$ cat config.mk
export PLATFORM = sky130hd
export DESIGN_NAME = grcd_ctrl
export DESIGN_NICKNAME = d
export VERILOG_FILES = /design/src/sv/grcd_pkg.sv /design/src/sv/grcd_ctrl.sv
export SDC_FILE = /design/constraint.sdc
export NUM_CORES = 1
export LEC_CHECK = 0
export ABC_AREA = 1
export BUFFER_PORTS_ARGS = -buffer_cell sky130_fd_sc_hd__buf_2
export CORE_MARGIN = 4
export CORE_UTILIZATION = 47
export CTS_CLUSTER_DIAMETER = 120
export DETAILED_ROUTE_END_ITERATION = 10
export PLACE_DENSITY = 0.76
export SYNTH_ARGS = -nofsm -noshare
export SYNTH_HDL_FRONTEND = slang
export SYNTH_SLANG_ARGS = --single-unit
$ cat constraint.sdc
create_clock -name clock -period 1.77 [get_ports clock]
set_input_delay 0.2655 -clock clock [delete_from_list [all_inputs] [get_ports clock]]
set_output_delay 0.2655 -clock clock [all_outputs]
set_load 0.05 [all_outputs]
$ cat src/sv/grcd_pkg.sv
// Shared types, constants and command/status structs for the grid ray caster.
`timescale 1ns / 1ps
package grcd_pkg;

   localparam int MapDimDefault = 64;
   localparam int FracBits      = 16;
   localparam int VecFrac       = 14;
   localparam int RecipShift    = 46;

   localparam int PosW      = 22;
   localparam int VecW      = 16;
   localparam int SwW       = 13;
   localparam int MwW       = 7;
   localparam int ColW      = 12;
   localparam int CellAddrW = 12;
   localparam int DistW     = 24;
   localparam int HitW      = 6;
   localparam int CsrAddrW  = 5;
   localparam int CsrDataW  = 32;

   // shared divider: 47-bit dividend, 31-bit divisor
   localparam int DivNW = RecipShift + 1;
   localparam int DivDW = 31;
   localparam int CamW  = 32;
   localparam int RayW  = 32;
   localparam int ProdW = VecW + CamW;

   localparam logic [DistW-1:0] DistMax = '1;

   // configuration register indexes
   localparam logic [2:0] REG_POS_X    = 3'd0;
   localparam logic [2:0] REG_POS_Y    = 3'd1;
   localparam logic [2:0] REG_DIR_X    = 3'd2;
   localparam logic [2:0] REG_DIR_Y    = 3'd3;
   localparam logic [2:0] REG_PLANE_X  = 3'd4;
   localparam logic [2:0] REG_PLANE_Y  = 3'd5;
   localparam logic [2:0] REG_SCREEN_W = 3'd6;
   localparam logic [2:0] REG_MAP_W    = 3'd7;

   typedef logic [2:0] div_op_type;
   localparam div_op_type DIV_CAM  = 3'd0;
   localparam div_op_type DIV_DX   = 3'd1;
   localparam div_op_type DIV_DY   = 3'd2;
   localparam div_op_type DIV_SX   = 3'd3;
   localparam div_op_type DIV_SY   = 3'd4;
   localparam div_op_type DIV_PERP = 3'd5;

   typedef struct packed {
      logic [PosW-1:0]        pos_x;
      logic [PosW-1:0]        pos_y;
      logic signed [VecW-1:0] dir_x;
      logic signed [VecW-1:0] dir_y;
      logic signed [VecW-1:0] plane_x;
      logic signed [VecW-1:0] plane_y;
      logic [SwW-1:0]         screen_width;
      logic [MwW-1:0]         map_width;
   } cfg_type;

   typedef struct packed {
      logic       clr_step;
      logic       map_we;
      logic       load_col;
      logic       div_start;
      div_op_type div_op;
      logic       mul;
      logic       ray;
      logic       walk_step;
      logic       walk_chk;
      logic       out_load;
      logic       out_hit;
   } cmd_type;

   typedef struct packed {
      logic clr_last;
      logic div_done;
      logic ray_zero;
      logic in_map;
      logic wall;
      logic steps_done;
   } stat_type;

endpackage

$ cat src/sv/grcd_ctrl.sv
// Controller: sequences map clearing, cell writes and the ray cast steps.
`timescale 1ns / 1ps
module grcd_ctrl (
   input  logic               clock,
   input  logic               reset,
   input  logic               req_valid,
   input  logic               req_kind,
   output logic               req_ready,
   output logic               rsp_valid,
   input  logic               rsp_ready,
   input  grcd_pkg::stat_type stat_i,
   output grcd_pkg::cmd_type  cmd_o
);
   localparam logic [3:0] S_CLEAR = 4'd0;
   localparam logic [3:0] S_IDLE  = 4'd1;
   localparam logic [3:0] S_CAM   = 4'd2;
   localparam logic [3:0] S_MUL   = 4'd3;
   localparam logic [3:0] S_RAY   = 4'd4;
   localparam logic [3:0] S_DX    = 4'd5;
   localparam logic [3:0] S_DY    = 4'd6;
   localparam logic [3:0] S_SX    = 4'd7;
   localparam logic [3:0] S_SY    = 4'd8;
   localparam logic [3:0] S_STEP  = 4'd9;
   localparam logic [3:0] S_CHK   = 4'd10;
   localparam logic [3:0] S_TEST  = 4'd11;
   localparam logic [3:0] S_PERP  = 4'd12;
   localparam logic [3:0] S_DONE  = 4'd13;

   logic [3:0] state_ff, state_in;
   logic       go_ff, go_in;
   logic       hit_ff, hit_in;
   logic       rsp_valid_ff, rsp_valid_in;
   logic       in_div, next_div;

   assign in_div   = (state_ff == S_CAM) || (state_ff == S_DX) || (state_ff == S_DY)
                     || (state_ff == S_SX) || (state_ff == S_SY) || (state_ff == S_PERP);
   assign next_div = (state_in == S_CAM) || (state_in == S_DX) || (state_in == S_DY)
                     || (state_in == S_SX) || (state_in == S_SY) || (state_in == S_PERP);
   assign go_in    = next_div && (state_in != state_ff);

   always_comb begin
      state_in = state_ff;
      hit_in   = hit_ff;
      cmd_o    = '0;
      cmd_o.div_start = go_ff & in_div;
      cmd_o.div_op    = grcd_pkg::DIV_CAM;

      unique case (state_ff)
         S_CLEAR: begin
            cmd_o.clr_step = 1'b1;
            if (stat_i.clr_last) begin
               state_in = S_IDLE;
            end
         end
         S_IDLE: begin
            if (req_valid) begin
               if (req_kind) begin
                  cmd_o.load_col = 1'b1;
                  state_in       = S_CAM;
               end else begin
                  cmd_o.map_we = 1'b1;
               end
            end
         end
         S_CAM: begin
            cmd_o.div_op = grcd_pkg::DIV_CAM;
            if (stat_i.div_done) begin
               state_in = S_MUL;
            end
         end
         S_MUL: begin
            cmd_o.mul = 1'b1;
            state_in  = S_RAY;
         end
         S_RAY: begin
            cmd_o.ray = 1'b1;
            state_in  = S_DX;
         end
         S_DX: begin
            cmd_o.div_op = grcd_pkg::DIV_DX;
            if (stat_i.div_done) begin
               state_in = S_DY;
            end
         end
         S_DY: begin
            cmd_o.div_op = grcd_pkg::DIV_DY;
            if (stat_i.div_done) begin
               state_in = S_SX;
            end
         end
         S_SX: begin
            cmd_o.div_op = grcd_pkg::DIV_SX;
            if (stat_i.div_done) begin
               state_in = S_SY;
            end
         end
         S_SY: begin
            cmd_o.div_op = grcd_pkg::DIV_SY;
            if (stat_i.div_done) begin
               hit_in   = 1'b0;
               state_in = stat_i.ray_zero ? S_DONE : S_STEP;
            end
         end
         S_STEP: begin
            cmd_o.walk_step = 1'b1;
            state_in        = S_CHK;
         end
         S_CHK: begin
            cmd_o.walk_chk = 1'b1;
            state_in       = stat_i.in_map ? S_TEST : S_DONE;
         end
         S_TEST: begin
            priority if (stat_i.wall) begin
               hit_in   = 1'b1;
               state_in = S_PERP;
            end else if (stat_i.steps_done) begin
               state_in = S_DONE;
            end else begin
               state_in = S_STEP;
            end
         end
         S_PERP: begin
            cmd_o.div_op = grcd_pkg::DIV_PERP;
            if (stat_i.div_done) begin
               state_in = S_DONE;
            end
         end
         S_DONE: begin
            if (!rsp_valid_ff || rsp_ready) begin
               cmd_o.out_load = 1'b1;
               cmd_o.out_hit  = hit_ff;
               state_in       = S_IDLE;
            end
         end
         default: begin
            state_in = S_IDLE;
         end
      endcase
   end

   always_comb begin
      rsp_valid_in = rsp_valid_ff;
      if (cmd_o.out_load) begin
         rsp_valid_in = 1'b1;
      end else if (rsp_ready) begin
         rsp_valid_in = 1'b0;
      end
   end

   always_ff @(posedge clock) begin
      if (reset) begin
         state_ff     <= S_CLEAR;
         go_ff        <= 1'b0;
         hit_ff       <= 1'b0;
         rsp_valid_ff <= 1'b0;
      end else begin
         state_ff     <= state_in;
         go_ff        <= go_in;
         hit_ff       <= hit_in;
         rsp_valid_ff <= rsp_valid_in;
      end
   end

   assign req_ready = state_ff == S_IDLE;
   assign rsp_valid = rsp_valid_ff;

`ifndef NO_ASSERTIONS
   a_start_in_div: assert property (@(posedge clock) disable iff (reset)
      cmd_o.div_start |-> (state_ff == S_CAM || state_ff == S_DX || state_ff == S_DY
                           || state_ff == S_SX || state_ff == S_SY || state_ff == S_PERP))
      else $error("divider started outside a division state");
   a_no_overwrite: assert property (@(posedge clock) disable iff (reset)
      cmd_o.out_load |-> (!rsp_valid_ff || rsp_ready))
      else $error("result overwritten while a transaction is pending");
   a_clear_once: assert property (@(posedge clock) disable iff (reset)
      state_ff != S_CLEAR |=> state_ff != S_CLEAR)
      else $error("clearing pass restarted without reset");
   a_walk_has_ray: assert property (@(posedge clock) disable iff (reset)
      cmd_o.walk_step |-> !stat_i.ray_zero)
      else $error("walk step with a zero ray");
`endif
endmodule

==> metrics.md <==
| Metric | Value |
|---|---|
| Die width | `around 46 µm` |
| Global-route wire length before repair | `2910 µm` |
| Sw power | `~0.17 mW` |
| Buffers & Inverters on Critical Path | `3` |
| Clock sinks | `7` |
| Worst slew margin | `0.772` |
| CP Depth | `6` |
| Gate Count Post-Synth | `about 140` |
| Synth Area in Compound Gates | `0.0845` |
| DRC Markers | `0` |
| Final GP Congestion | `0.892` |
| Worst path required time | `1500 ps` |
| Hold WS | `between 200 and 300 ps` |
| CP max-delay cell | `dfxtp_2` |
| Wirelength, routed | `1820 µm` |
| Synth Area in XOR/XNOR | `0` |
| Design Area, Final | `881 µm²` |
| Die H | `46.5 µm` |
| Worst VDD drop | `0.419 mV` |
| Placed cell area | `between 800 and 900 µm²` |
| Most frequent cells in the layout | `44 x nand2_1, 21 x buf_2, 20 x inv_1` |
| CP top delay family | `buffers and inverters` |
| GR peak layer | `met2` |
| Vias in the first global route | `752` |
| Max Transition Viols Final | `0` |
| Total Routing Usage GR | `0.191` |
| Worst path cell trace | `inv_1, nand2_2, nor2_2, inv_1, o21ai_1, buf_4` |
| Gate power share | `0.338` |
| P_int | `0.302 mW` |
| Max-Cap Viols | `0` |
| Area grow syn2layout | `26.6%` |
| Global route total overflow | `0` |
| Hold Vio Cnt, Final | `0` |
| Setup WS pre-CTS | `164 ps` |
| Clock latency on the worst-skew pair | `around 250 ps` |
| Initial antenna violation count | `0` |
| Critical path class | `reg -> out` |
| Inst Count DP | `173` |
| Sequential element share of the synthesized area | `0.201` |
| Vias/cell | `5.05` |
| H-tree depth | `1` |
| Synthesized area | `696 µm²` |
| Cell variety after synth | `16` |
| Launching point of the worst reg2reg path | `state_ff[0]$_SDFF_PP0_` |
| Pin count of the biggest net entering global routing | `9` |
| Power density over the cells | `about 540 nW/µm²` |
| Flip-flop and latch area | `around 150 µm²` |
| FILL cells | `roughly 150` |
| Commonest non-fill, non-tap cell in the layout | `nand2_1` |
| Post-CTS Setup Repair Bufs | `0` |
| Mean Syn Cell Area | `around 5 µm²` |
| Std-Cell Rows | `13` |
| Layout Skew | `~1.7 ps` |
| Root Buffer | `clkbuf_4` |
| FF-to-FF setup slack | `300 ps` |
| Final core utilization | `0.652` |
| Non-Filler Instances | `between 150 and 200` |
| Iter 0 DRT Violations | `36` |
| Die area | `roughly 2200 µm²` |
| Flop pwr share | `0.373` |
| TritonCTS clock tree | `done` |
| Worst Tran Pin Value | `340 ps` |
| Worst setup path start | `state_ff[0]$_SDFF_PP0_` |
| Outcome | `finished, final reports clean` |
| Core ar. | `1350 µm²` |
| RSZ-0062 raised after global routing | `yes` |
| Layout Nets | `174` |
| Synth Area in Simple Gates | `0.552` |
| ANT cells | `0` |
| Final period util | `0.947` |
| Setup ws final | `93.3 ps` |
| Critical path fanouts, max | `8` |
| Post-synthesis adder-cell area fraction | `0` |
| Net Count, Synth | `147` |
| Sw Share | `0.363` |
| Yosys Warn Count | `0` |
| Met1 Track Usage GR | `0.237` |
| Crit path top cell by count | `inv_1` |
| M3 GR Usage | `0.0117` |
| WL/cell | `10.3 µm` |
| Dpl hpwl | `between 1500 and 2000 µm` |
| Share of cells above drive strength 1 | `0.315` |
| R2r worst-path depth | `9` |
| Critical path endpoint category | `output pin` |
| Pwr Total | `0.474 mW` |
| Vias post-DR | `893` |
| Crit path DAT | `1410 ps` |
| Drt pass-1 iters | `4` |
| Reg clk slew, reported paths | `~40 ps` |
| Num CTS Buffers | `3` |
| CTS max path bufs | `2` |
| Leakage Power | `0.549 nW` |
| Max stage delay on crit path | `360 ps` |
| Main combinational cell family by area after synthesis | `simple AND/OR/NAND/NOR gates` |
| Final setup viols | `0` |
| Final Critical Period | `1680 ps` |
| IO buf count | `25` |
| RR Endpoint | `go_ff$_SDFF_PP0_` |
| Setup crit start kind | `flip-flop` |
| Grt met2 use | `0.313` |
| Hold crit path type | `in -> reg` |
| Final setup TNS | `0 ps` |
| #FFs+latches synth | `7` |
| Multi-input logic area | `465 µm²` |
| Fraction of synthesized area in multiplexers | `0` |
| Critical Path End | `cmd_o[6]` |
| Num ports | `26` |
| Number of nets with antenna violations after routing | `0` |
| Starting Density | `0.515` |
| Clk pwr share | `0.290` |
| Fmax | `596 MHz` |
worst register-to-register path, stage by stage, from the launching register on:
cell and delay (ps):
dfxtp_2 410, inv_1 140, nand2_2 140, nor2_1 70
nand2_1 60, nand3_1 90, o21ai_0 220, nand3_1 100
nor2_1 90, nor2_1 50
sequential cells by signal, summed over array words and instances (netlist names):
register	count
go_ff	1
hit_ff	1
rsp_valid	1
state_ff	4
metal layers:
layer	wire length, µm	vias up
li1	-	471
met1	814	393
met2	872	25
met3	111	4
met4	25	0
met5	0	-
power by group through the flow:
stage          Sequential, mW  Combinational, mW  Clock (mW)
3_3_place_gp            0.177              0.156           0
6_report                0.176              0.160       0.137
5_1_grt                 0.176              0.178       0.154
3_5_place_dp            0.177              0.157           0
2_1_floorplan           0.170              0.127           0
4_1_cts                 0.175              0.158       0.148
worst min-delay path by stage:
stage,start,end,slack (ps),depth (start not counted)
global placement,hit_ff$_SDFFE_PP0P_,hit_ff$_SDFFE_PP0P_,490,2
CTS,reset,state_ff[0]$_SDFF_PP0_,260,2
detailed placement,hit_ff$_SDFFE_PP0P_,hit_ff$_SDFFE_PP0P_,500,2
global route,reset,state_ff[1]$_SDFF_PP0_,280,2
floorplan,reset,state_ff[0]$_SDFF_PP0_,330,1
finish,reset,state_ff[0]$_SDFF_PP0_,270,2
area by class of cell:
class,instances,area share
Inverter,24,0.102
Tap cell,15,0.0213
Timing Repair Buffer,25,0.153
Clock buffer,4,0.0298
Sequential cell,7,0.165
Multi-Input combinational cell,102,0.528
Yosys cell counts:
cell	n	area (µm²)
a21oi_1	4	20.0
nand3_1	11	55.1
nor2_1	25	93.8
dfxtp_1	7	140
nand2_2	2	12.5
nor2_4	1	11.3
nor3_1	1	5.00
or2_2	1	6.26
o21ai_0	6	30.0
inv_2	4	15.0
nor2_2	3	18.8
buf_4	3	22.5
nand2_1	45	169
inv_1	20	75.1
a221oi_1	1	8.76
nand4_1	2	12.5
kinds of logic (layout without fill, tap and decap cells):
family	count (synthesis)	count (layout)
buffers and inverters	27	53
AOI/OAI and AO/OA	11	11
DFF	7	7
and+or+nand+nor	91	91
repair_timing:
action                     CTS  global route
setup endpoints to repair    3             4
hold buffers                 0             0
gates resized for setup      3            10
hold endpoints to repair     0             0
Note: power is estimated with default switching activity, not from simulation.
